[config.mk]
export PLATFORM = sky130hd
export DESIGN_NAME = msgpack_object_skipper
export DESIGN_NICKNAME = d
export VERILOG_FILES = /design/src/sv/mps_pkg.sv /design/src/sv/mps_tag_decode.sv /design/src/sv/mps_stack_ram.sv /design/src/sv/msgpack_object_skipper.sv
export SDC_FILE = /design/constraint.sdc
export NUM_CORES = 2
export LEC_CHECK = 0
export CORE_ASPECT_RATIO = 0.9
export CORE_UTILIZATION = 55
export DETAILED_ROUTE_END_ITERATION = 6
export DONT_BUFFER_PORTS = 1
export PLACE_DENSITY = 0.7
export REMOVE_ABC_BUFFERS = 1
export SLEW_MARGIN = 5
export SYNTH_ARGS = -nofsm -noshare
export SYNTH_HDL_FRONTEND = slang
export SYNTH_SLANG_ARGS = --single-unit
export TNS_END_PERCENT = 100
[constraint.sdc]
create_clock -name clock -period 14.55 [get_ports clock]
set_input_delay 1.455 -clock clock [delete_from_list [all_inputs] [get_ports clock]]
set_output_delay 1.455 -clock clock [all_outputs]
set_load 0.02 [all_outputs]
[src/sv/mps_pkg.sv]
// ----------------------------------------------------------------------------
// mps_pkg
// Shared types and constants for the MessagePack object skipper.
// ----------------------------------------------------------------------------
package mps_pkg;

   localparam int STACK_DEPTH = 32;
   localparam int LVL_W       = 6;   // level 0..STACK_DEPTH-1
   localparam int IDX_W       = 5;   // stack RAM address
   localparam int CNT_W       = 33;  // pending item count
   localparam int ACC_W       = 32;  // length accumulator
   localparam int IMM_W       = 6;   // immediate count carried by a tag

   localparam logic [LVL_W-1:0] RESET_LIMIT = LVL_W'(32);

   // result status codes
   localparam logic [2:0] ST_MORE       = 3'd0;
   localparam logic [2:0] ST_DONE       = 3'd1;
   localparam logic [2:0] ST_INVALID    = 3'd2;
   localparam logic [2:0] ST_DEPTH      = 3'd3;
   localparam logic [2:0] ST_INCOMPLETE = 3'd4;
   localparam logic [2:0] ST_IGNORED    = 3'd5;

   // header kinds
   localparam logic [1:0] HK_BYTES = 2'd0;
   localparam logic [1:0] HK_EXT   = 2'd1;
   localparam logic [1:0] HK_ARRAY = 2'd2;
   localparam logic [1:0] HK_MAP   = 2'd3;

   // tag actions
   localparam logic [2:0] ACT_COMPLETE = 3'd0;
   localparam logic [2:0] ACT_PAYLOAD  = 3'd1;
   localparam logic [2:0] ACT_OPEN     = 3'd2;
   localparam logic [2:0] ACT_HEADER   = 3'd3;
   localparam logic [2:0] ACT_INVALID  = 3'd4;

   typedef struct packed {
      logic [2:0]       act;
      logic [IMM_W-1:0] imm;
      logic [1:0]       hkind;
      logic [2:0]       hbytes;
   } tag_info_type;

endpackage

[src/sv/mps_tag_decode.sv]
// ----------------------------------------------------------------------------
// mps_tag_decode
// Classifies one MessagePack tag byte into an action and its immediates.
// ----------------------------------------------------------------------------
module mps_tag_decode (
   input  logic [7:0]            tag_byte,
   output mps_pkg::tag_info_type tag_info
);

   always_comb begin
      tag_info.act    = mps_pkg::ACT_INVALID;
      tag_info.imm    = '0;
      tag_info.hkind  = mps_pkg::HK_BYTES;
      tag_info.hbytes = 3'd0;
      if (tag_byte <= 8'h7f || tag_byte >= 8'he0) begin
         tag_info.act = mps_pkg::ACT_COMPLETE;
      end else if (tag_byte >= 8'ha0 && tag_byte <= 8'hbf) begin
         tag_info.act = mps_pkg::ACT_PAYLOAD;
         tag_info.imm = {1'b0, tag_byte[4:0]};
      end else if (tag_byte >= 8'h90 && tag_byte <= 8'h9f) begin
         tag_info.act = mps_pkg::ACT_OPEN;
         tag_info.imm = {2'b00, tag_byte[3:0]};
      end else if (tag_byte >= 8'h80 && tag_byte <= 8'h8f) begin
         // map: two items per entry
         tag_info.act = mps_pkg::ACT_OPEN;
         tag_info.imm = {1'b0, tag_byte[3:0], 1'b0};
      end else begin
         case (tag_byte)
            8'hc0, 8'hc2, 8'hc3: tag_info.act = mps_pkg::ACT_COMPLETE;
            8'hc4, 8'hd9: begin
               tag_info.act = mps_pkg::ACT_HEADER; tag_info.hbytes = 3'd1;
            end
            8'hc5, 8'hda: begin
               tag_info.act = mps_pkg::ACT_HEADER; tag_info.hbytes = 3'd2;
            end
            8'hc6, 8'hdb: begin
               tag_info.act = mps_pkg::ACT_HEADER; tag_info.hbytes = 3'd4;
            end
            8'hc7: begin
               tag_info.act = mps_pkg::ACT_HEADER; tag_info.hbytes = 3'd1;
               tag_info.hkind = mps_pkg::HK_EXT;
            end
            8'hc8: begin
               tag_info.act = mps_pkg::ACT_HEADER; tag_info.hbytes = 3'd2;
               tag_info.hkind = mps_pkg::HK_EXT;
            end
            8'hc9: begin
               tag_info.act = mps_pkg::ACT_HEADER; tag_info.hbytes = 3'd4;
               tag_info.hkind = mps_pkg::HK_EXT;
            end
            8'hcc, 8'hd0: begin
               tag_info.act = mps_pkg::ACT_PAYLOAD; tag_info.imm = 6'd1;
            end
            8'hcd, 8'hd1, 8'hd4: begin
               tag_info.act = mps_pkg::ACT_PAYLOAD; tag_info.imm = 6'd2;
            end
            8'hd5: begin
               tag_info.act = mps_pkg::ACT_PAYLOAD; tag_info.imm = 6'd3;
            end
            8'hca, 8'hce, 8'hd2: begin
               tag_info.act = mps_pkg::ACT_PAYLOAD; tag_info.imm = 6'd4;
            end
            8'hd6: begin
               tag_info.act = mps_pkg::ACT_PAYLOAD; tag_info.imm = 6'd5;
            end
            8'hcb, 8'hcf, 8'hd3: begin
               tag_info.act = mps_pkg::ACT_PAYLOAD; tag_info.imm = 6'd8;
            end
            8'hd7: begin
               tag_info.act = mps_pkg::ACT_PAYLOAD; tag_info.imm = 6'd9;
            end
            8'hd8: begin
               tag_info.act = mps_pkg::ACT_PAYLOAD; tag_info.imm = 6'd17;
            end
            8'hdc: begin
               tag_info.act = mps_pkg::ACT_HEADER; tag_info.hbytes = 3'd2;
               tag_info.hkind = mps_pkg::HK_ARRAY;
            end
            8'hdd: begin
               tag_info.act = mps_pkg::ACT_HEADER; tag_info.hbytes = 3'd4;
               tag_info.hkind = mps_pkg::HK_ARRAY;
            end
            8'hde: begin
               tag_info.act = mps_pkg::ACT_HEADER; tag_info.hbytes = 3'd2;
               tag_info.hkind = mps_pkg::HK_MAP;
            end
            8'hdf: begin
               tag_info.act = mps_pkg::ACT_HEADER; tag_info.hbytes = 3'd4;
               tag_info.hkind = mps_pkg::HK_MAP;
            end
            default: tag_info.act = mps_pkg::ACT_INVALID;
         endcase
      end
   end

endmodule

[src/sv/mps_stack_ram.sv]
// ----------------------------------------------------------------------------
// mps_stack_ram
// Pending-count stack for the enclosing levels; one write, one registered read.
// ----------------------------------------------------------------------------
module mps_stack_ram (
   input  logic                      clock,
   input  logic                      wr_en,
   input  logic [mps_pkg::IDX_W-1:0] wr_addr,
   input  logic [mps_pkg::CNT_W-1:0] wr_data,
   input  logic                      rd_en,
   input  logic [mps_pkg::IDX_W-1:0] rd_addr,
   output logic [mps_pkg::CNT_W-1:0] rd_data
);

   logic [mps_pkg::CNT_W-1:0] mem [mps_pkg::STACK_DEPTH];
   logic [mps_pkg::CNT_W-1:0] rd_data_ff;

   always_ff @(posedge clock) begin
      if (wr_en) begin
         mem[wr_addr] <= wr_data;
      end
      if (rd_en) begin
         rd_data_ff <= mem[rd_addr];
      end
   end

   assign rd_data = rd_data_ff;

endmodule

[src/sv/msgpack_object_skipper.sv]
// ----------------------------------------------------------------------------
// msgpack_object_skipper
// Walks one complete MessagePack object, one byte per transfer, and reports a
// status and the nesting depth for every byte.
// ----------------------------------------------------------------------------
//  channel | direction | handshake          | payload
//  req     | in        | req_valid/stall    | data_byte, last_byte
//  rsp     | out       | rsp_valid/stall    | status, nesting_depth
//  csr     | in        | csr_valid/ready    | depth_limit (6 bits)
//
//  A byte that closes several containers in cascade reopens each enclosing
//  level from the stack RAM with a registered read, and new bytes are stalled
//  meanwhile. The top-of-stack count lives in a register; the enclosing
//  counts sit in the stack RAM. Reset is synchronous and needs no clearing
//  pass. The result is held in an output register, so a byte is taken while
//  the previous result is being transferred.
// ----------------------------------------------------------------------------
module msgpack_object_skipper (
   input  logic                      clock,
   input  logic                      reset,
   input  logic                      req_valid,
   output logic                      req_stall,
   input  logic [7:0]                req_data_byte,
   input  logic                      req_last_byte,
   output logic                      rsp_valid,
   input  logic                      rsp_stall,
   output logic [2:0]                rsp_status,
   output logic [mps_pkg::LVL_W-1:0] rsp_nesting_depth,
   input  logic                      csr_valid,
   output logic                      csr_ready,
   input  logic [mps_pkg::LVL_W-1:0] csr_depth_limit
);

   typedef enum logic [1:0] {
      S_RUN = 2'b01,
      S_POP = 2'b10
   } fsm_type;

   typedef enum logic [3:0] {
      PH_TAG      = 4'b0001,
      PH_HEADER   = 4'b0010,
      PH_PAYLOAD  = 4'b0100,
      PH_FINISHED = 4'b1000
   } phase_type;

   fsm_type                   state_ff, state_in;
   phase_type                 phase_ff, phase_in;
   logic [mps_pkg::LVL_W-1:0] limit_ff;
   logic [mps_pkg::LVL_W-1:0] level_ff, level_in;
   logic [mps_pkg::CNT_W-1:0] tos_ff, tos_in;
   logic [mps_pkg::CNT_W-1:0] pay_ff, pay_in;
   logic [mps_pkg::ACC_W-1:0] acc_ff, acc_in;
   logic [2:0]                hb_ff, hb_in;
   logic [1:0]                hk_ff, hk_in;
   logic                      last_ff, last_in;
   logic                      rsp_valid_ff, rsp_valid_in;
   logic [2:0]                rsp_status_ff, rsp_status_in;
   logic [mps_pkg::LVL_W-1:0] rsp_depth_ff, rsp_depth_in;

   logic                      take;
   logic [mps_pkg::LVL_W-1:0] eff_limit;
   mps_pkg::tag_info_type     tag_info;

   logic                      wr_en, rd_en;
   logic [mps_pkg::IDX_W-1:0] wr_addr, rd_addr;
   logic [mps_pkg::CNT_W-1:0] rd_data;

   mps_tag_decode u_dec (
      .tag_byte (req_data_byte),
      .tag_info (tag_info)
   );

   mps_stack_ram u_ram (
      .clock   (clock),
      .wr_en   (wr_en),
      .wr_addr (wr_addr),
      .wr_data (tos_ff),
      .rd_en   (rd_en),
      .rd_addr (rd_addr),
      .rd_data (rd_data)
   );

   assign csr_ready = 1'b1;
   assign req_stall = (state_ff != S_RUN) || (rsp_valid_ff && rsp_stall);
   assign take      = req_valid && !req_stall;
   assign eff_limit = (limit_ff > mps_pkg::LVL_W'(mps_pkg::STACK_DEPTH)) ?
                      mps_pkg::LVL_W'(mps_pkg::STACK_DEPTH) : limit_ff;

   always_comb begin
      logic                      cmp;
      logic [mps_pkg::CNT_W-1:0] cmp_cnt;
      logic [mps_pkg::CNT_W-1:0] dec;
      logic [mps_pkg::CNT_W-1:0] opn;   // count of a container to open
      logic                      do_open;
      logic [mps_pkg::CNT_W-1:0] pl;    // payload length to start
      logic                      do_pay;
      logic [mps_pkg::ACC_W-1:0] acc_nx;
      logic [2:0]                hb_nx;
      logic [mps_pkg::LVL_W-1:0] lvl_dn;
      logic                      fin;
      logic                      lst;
      logic [2:0]                st;

      state_in = state_ff;  phase_in = phase_ff;  level_in = level_ff;
      tos_in = tos_ff;      pay_in = pay_ff;      acc_in = acc_ff;
      hb_in = hb_ff;        hk_in = hk_ff;        last_in = last_ff;
      wr_en = 1'b0;         rd_en = 1'b0;
      wr_addr = level_ff[mps_pkg::IDX_W-1:0] - 1'b1;
      rd_addr = '0;
      cmp = 1'b0;           cmp_cnt = tos_ff;     dec = '0;
      opn = '0;             do_open = 1'b0;
      pl = '0;              do_pay = 1'b0;
      acc_nx = '0;          hb_nx = '0;           lvl_dn = '0;
      fin = 1'b0;           st = mps_pkg::ST_MORE;
      lst = last_ff;

      if (state_ff == S_RUN && take) begin
         lst     = req_last_byte;
         last_in = req_last_byte;
         case (phase_ff)
            PH_TAG: begin
               if (level_ff >= eff_limit) begin
                  st = mps_pkg::ST_DEPTH; fin = 1'b1;
               end else begin
                  case (tag_info.act)
                     mps_pkg::ACT_COMPLETE: cmp = 1'b1;
                     mps_pkg::ACT_PAYLOAD: begin
                        do_pay = 1'b1;
                        pl = mps_pkg::CNT_W'(tag_info.imm);
                     end
                     mps_pkg::ACT_OPEN: begin
                        do_open = 1'b1;
                        opn = mps_pkg::CNT_W'(tag_info.imm);
                     end
                     mps_pkg::ACT_HEADER: begin
                        hk_in = tag_info.hkind;
                        hb_in = tag_info.hbytes;
                        acc_in = '0;
                        phase_in = PH_HEADER;
                        fin = 1'b1;
                     end
                     default: begin
                        st = mps_pkg::ST_INVALID; fin = 1'b1;
                     end
                  endcase
               end
            end
            PH_HEADER: begin
               acc_nx = {acc_ff[mps_pkg::ACC_W-9:0], req_data_byte};
               hb_nx  = hb_ff - 1'b1;
               acc_in = acc_nx;
               hb_in  = hb_nx;
               if (hb_nx != 3'd0) begin
                  fin = 1'b1;
               end else begin
                  case (hk_ff)
                     mps_pkg::HK_BYTES: begin
                        do_pay = 1'b1; pl = {1'b0, acc_nx};
                     end
                     mps_pkg::HK_EXT: begin
                        do_pay = 1'b1; pl = {1'b0, acc_nx} + 1'b1;
                     end
                     mps_pkg::HK_ARRAY: begin
                        do_open = 1'b1; opn = {1'b0, acc_nx};
                     end
                     default: begin
                        do_open = 1'b1; opn = {acc_nx, 1'b0};
                     end
                  endcase
               end
            end
            PH_PAYLOAD: begin
               dec = (pay_ff != '0) ? pay_ff - 1'b1 : pay_ff;
               pay_in = dec;
               if (dec == '0) begin
                  cmp = 1'b1;
               end else begin
                  fin = 1'b1;
               end
            end
            default: begin
               st = mps_pkg::ST_IGNORED; fin = 1'b1;
            end
         endcase

         if (do_pay) begin
            if (pl == '0) begin
               cmp = 1'b1;
            end else begin
               pay_in = pl; phase_in = PH_PAYLOAD; fin = 1'b1;
            end
         end
         if (do_open) begin
            if (opn == '0) begin
               cmp = 1'b1;
            end else if (level_ff + 1'b1 >= eff_limit) begin
               st = mps_pkg::ST_DEPTH; fin = 1'b1;
            end else begin
               // spill the current top count, then push
               wr_en = (level_ff != '0);
               tos_in = opn;
               level_in = level_ff + 1'b1;
               phase_in = PH_TAG;
               fin = 1'b1;
            end
         end
      end else if (state_ff == S_POP) begin
         cmp = 1'b1;
         cmp_cnt = rd_data;
      end

      // one item finished at the current level; close containers in cascade
      if (cmp) begin
         phase_in = PH_TAG;
         if (level_ff == '0) begin
            st = mps_pkg::ST_DONE; fin = 1'b1; state_in = S_RUN;
         end else begin
            dec = cmp_cnt - 1'b1;
            if (dec != '0) begin
               tos_in = dec; fin = 1'b1; state_in = S_RUN;
            end else begin
               lvl_dn = level_ff - 1'b1;
               level_in = lvl_dn;
               if (lvl_dn == '0) begin
                  st = mps_pkg::ST_DONE; fin = 1'b1; state_in = S_RUN;
               end else begin
                  // reopen the enclosing level from the stack
                  rd_en = 1'b1;
                  rd_addr = lvl_dn[mps_pkg::IDX_W-1:0] - 1'b1;
                  state_in = S_POP;
               end
            end
         end
      end

      rsp_valid_in  = rsp_valid_ff && rsp_stall;
      rsp_status_in = rsp_status_ff;
      rsp_depth_in  = rsp_depth_ff;
      if (fin) begin
         if (st != mps_pkg::ST_MORE) begin
            phase_in = PH_FINISHED;
         end else if (lst) begin
            st = mps_pkg::ST_INCOMPLETE;
         end
         rsp_valid_in  = 1'b1;
         rsp_status_in = st;
         rsp_depth_in  = level_in;
         // rearm for a new object after the final byte
         if (lst) begin
            level_in = '0; pay_in = '0; acc_in = '0;
            hb_in = '0;    hk_in = '0;  phase_in = PH_TAG;
         end
      end
   end

   always_ff @(posedge clock) begin
      if (reset) begin
         state_ff     <= S_RUN;
         phase_ff     <= PH_TAG;
         limit_ff     <= mps_pkg::RESET_LIMIT;
         level_ff     <= '0;
         pay_ff       <= '0;
         acc_ff       <= '0;
         hb_ff        <= '0;
         hk_ff        <= '0;
         last_ff      <= 1'b0;
         rsp_valid_ff <= 1'b0;
      end else begin
         state_ff     <= state_in;
         phase_ff     <= phase_in;
         level_ff     <= level_in;
         pay_ff       <= pay_in;
         acc_ff       <= acc_in;
         hb_ff        <= hb_in;
         hk_ff        <= hk_in;
         last_ff      <= last_in;
         rsp_valid_ff <= rsp_valid_in;
         if (csr_valid && csr_ready) begin
            limit_ff <= csr_depth_limit;
         end
      end
   end

   // payload registers: no reset
   always_ff @(posedge clock) begin
      tos_ff        <= tos_in;
      rsp_status_ff <= rsp_status_in;
      rsp_depth_ff  <= rsp_depth_in;
   end

   assign rsp_valid         = rsp_valid_ff;
   assign rsp_status        = rsp_status_ff;
   assign rsp_nesting_depth = rsp_depth_ff;

endmodule
==> impl_metrics.csv <==
group,metric,value,unit
status,status,"complete, but fails checks",
status,failed_checks,"design-rule violations",
detailed_routing,wl,149000,um
pwr,switching_share,24.7,%
floorplanning,die_h,297,um
pwr,p_comb_share,9.8,%
sta,fin_worst_skew,57.5,ps
logic_synthesis,synth_edf_count,1098,
min_path,hold_class,"reg2reg",
sta,min_period,6620,ps
critical_path,end_kind,"flip-flop",
logic_synthesis,ys_ff_latch,1213,
clock_tree,holdBufCountCts,0,
critical_path,critPathLaunchType,"flip-flop",
detailed_routing,drt-initial-drc-count,4981,
clock_tree,cts-resized-gates,0,
pwr,power_density,131,nW/um2
critical_path,crit_chain,"inv_1 -> ha_1 -> nor3b_1 -> nand4_1 -> nor3_4 -> o21ai_0 -> nor4b_1 -> nand4_1 -> o22ai_2 -> nor3_2 -> or3_4 -> inv_2 -> nand2_2 -> o211ai_1 -> a31oi_1",
final_layout,design_area,58400,um2
critical_path,arrival,7020,ps
floorplanning,io_pins,32,
detailed_routing,ant_nets,0,
critical_path,required,14950,ps
logic_synthesis,yosysWarnings,0,
clock_tree,root_buffer,"clkbuf_16",
logic_synthesis,synth_cells,3723,
critical_path,reg2reg_depth,15,
pwr,p_switching,1.88,mW
pwr,p_leak,17.9,nW
final_layout,fillers,7000,
global_route,grt_pass1_wl,216000,um
logic_synthesis,avgSynthCellArea,14.2,um2
detailed_routing,vias_per_cell,6.68,
logic_synthesis,yosysUniqueCellTypes,94,
critical_path,crit_type,"reg2reg",
critical_path,reg2reg_slack,7930,ps
detailed_routing,wire_per_inst,29.8,um
critical_path,r2r_start,"pay_ff[0]",
critical_path,cpMostUsedCell,"nand4_1",
pwr,vdd_drop_max,113,uV
critical_path,slowest_delay,730,ps
floorplanning,dieArea,97700,um2
detailed_routing,first_pass_iters,7,
floorplanning,chipWidth,329,um
sta,finalMaxSlewViolations,0,
global_route,grtUsageTotal,30.6,%
final_layout,stdcell_count,5021,
sta,rsz0062_at_grt,"false",
clock_tree,post-cts-setup-buffers,0,
place,place.gp.congestion,0.989,
detailed_routing,vias,33600,
detailed_routing,detail_route.drc_violations,2,
sta,worstMarginPinSlew,1250,ps
place,placed_cells,4800,
logic_synthesis,synthFlopType,"edfxtp_1",
place,place_area,54500,um2
global_route,overflow,0,
critical_path,startpoint,"pay_ff[0]",
sta,finalHoldViolCount,0,
pwr,total_power,7.64,mW
critical_path,critical_path.max_fanout,36,
logic_synthesis,syn_area,53000,um2
clock_tree,cts_buffers,115,
clock_tree,h-tree-depth,3,
pwr,clock_power_share,39.8,%
final_layout,drive_gt1_share,16.3,%
place,io_buffers,0,
sta,fmax,151,MHz
sta,max_slew_margin,16.0,%
clock_tree,cts.sinks,1213,
sta,setup_viol,0,
place,dp.final_hpwl,89200,um
global_route,first_global_vias,31100,
final_layout,fin_nets,3713,
clock_tree,cts_tree,"yes",
run,drv_cap,0,
clock_tree,clkTransAtPathRegs,70,ps
clock_tree,clkLatencyLatePin,730,ps
floorplanning,start_util,55.8,%
floorplanning,rows,107,
critical_path,cp_slowest_cell,"nor3_4",
final_layout,multiInputGateArea,16800,um2
logic_synthesis,yosysSeqAreaShare,66.5,%
pwr,seqPwrFrac,50.4,%
final_layout,seq_area,35300,um2
floorplanning,core,95100,um2
clock_tree,max-clock-path-buffers,3,
critical_path,reg2reg_to,"u_ram.rd_data[26]",
global_route,antenna_found_initial,5,
critical_path,critPathCapture,"u_ram.rd_data[26]",
global_route,grt_max_degree,92,
final_layout,area_growth,10.0,%
pwr,p_int,5.75,mW
sta,period_share,45.5,%
logic_synthesis,async_flop_share,0,%
-- synth_stat cells, types with 47 or more instances --
master | n | area, um2
edfxtp_1 | 1098 | 33000
nor2_1 | 322 | 1210
a21oi_1 | 243 | 1220
nand2_1 | 223 | 837
clkbuf_1 | 190 | 713
mux4_2 | 165 | 3720
mux2i_1 | 123 | 1230
dfxtp_1 | 115 | 2300
nor3_1 | 107 | 536
o21ai_0 | 90 | 450
a31oi_1 | 80 | 500
mux2_2 | 69 | 777
nor4_1 | 67 | 419
xnor2_1 | 53 | 464
o22ai_1 | 52 | 325
a211oi_1 | 47 | 353
o211ai_1 | 47 | 353
-- cells in the final DEF, fill, tap and decap left out, drive strengths merged, types with 39 or more instances in the layout --
master / instances
mux2: 69
nor4: 75
a31oi: 80
o21ai: 92
nand2: 225
clkbuf: 141
nor2: 324
xnor2: 53
dfxtp: 115
nor3: 110
buf: 87
inv: 42
mux2i: 123
o211ai: 47
mux4: 165
o22ai: 53
xor2: 39
clkinv: 56
a21oi: 243
edfxtp: 1098
nand3: 46
o21a: 39
a211oi: 47
-- worst min path at each step --
| stage | start | end | slack, ps | cells after the start |
|---|---|---|---|---|
| floorplan | limit_ff[0] | limit_ff[0] | 450 | 2 |
| global placement | limit_ff[0] | limit_ff[0] | 470 | 2 |
| detailed placement | limit_ff[0] | limit_ff[0] | 480 | 2 |
| CTS | last_ff | last_ff | 490 | 2 |
| global route | limit_ff[0] | limit_ff[0] | 540 | 2 |
| finish | limit_ff[0] | limit_ff[0] | 490 | 2 |
-- worst max-delay path: cells and delay by family, from the launching register on --
kind / cells / cell delay [ps]
AO/OA/AOI/OAI: 4 / 1140
flip-flops: 1 / 360
AND/OR/NAND/NOR: 8 / 3810
buffers and inverters: 2 / 710
adder cells (fa/ha/maj): 1 / 230
-- power by group through the flow --
stage / logic [mW] / registers (mW) / clock network [mW]
floorplan: 0.468 / 3.94 / 0
global placement: 0.722 / 3.92 / 0
detailed placement: 0.722 / 3.92 / 0
CTS: 0.724 / 3.85 / 3.07
global route: 0.798 / 3.85 / 3.19
finish: 0.747 / 3.85 / 3.04
-- metal layers --
| metal | wire length (um) | vias up | GRT usage, % |
|---|---|---|---|
| met4 | 5140 | 2 | 10.6 |
| met2 | 64500 | 1801 | 43.3 |
| met5 | 13 | - | 0 |
| met1 | 63600 | 17000 | 46.9 |
| li1 | - | 14500 | - |
| met3 | 16100 | 255 | 6.57 |
-- through the flow --
| stage | utilization (%) | hold WS, ps | TNS (ps) | setup WS (ps) |
|---|---|---|---|---|
| after floorplan | - | 452 | -1668260 | -2330 |
| after global placement | 57.3 | 470 | 0 | 7540 |
| after detailed placement | 57.3 | 479 | 0 | 7500 |
| after CTS | 61.4 | 492 | 0 | 8200 |
| after global routing | 61.4 | 537 | 0 | 7560 |
| final | 61.4 | 488 | 0 | 7930 |
-- cell type report --
| type | instances | area share, % |
|---|---|---|
| clock buffers | 141 | 5.15 |
| repair buffers | 87 | 1.14 |
| well taps | 1253 | 2.69 |
| flip-flops and latches | 1213 | 60.5 |
| clock inverters | 79 | 1.45 |
| multi-input cells | 2210 | 28.9 |
| diodes | 1 | 0.00429 |
| inverters | 37 | 0.251 |
-- kinds of logic (layout without fill, tap and decap cells) --
| family | Yosys count | count (layout) | share of synthesized area, % |
|---|---|---|---|
| other | 1 | 2 | 0.00707 |
| muxes | 357 | 357 | 10.8 |
| xor gates and xnor gates | 92 | 92 | 1.52 |
| buffers and inverters | 300 | 344 | 2.29 |
| AOI/OAI and AO/OA | 753 | 753 | 9.03 |
| adders and majority gates | 29 | 29 | 0.684 |
| DFF | 1213 | 1213 | 66.5 |
| and+or+nand+nor | 978 | 978 | 9.16 |
-- flip-flops by register name, summed over array words and instances, names as in the netlist, 4 cells and up --
name and cells:
u_ram.rd_data 33, acc_ff 24, rsp_nesting_depth 6, tos_ff 33, limit_ff 6, u_ram.mem 1056, pay_ff 33, level_ff 6
phase_ff 4
Note: power is estimated with default switching activity, not from simulation.
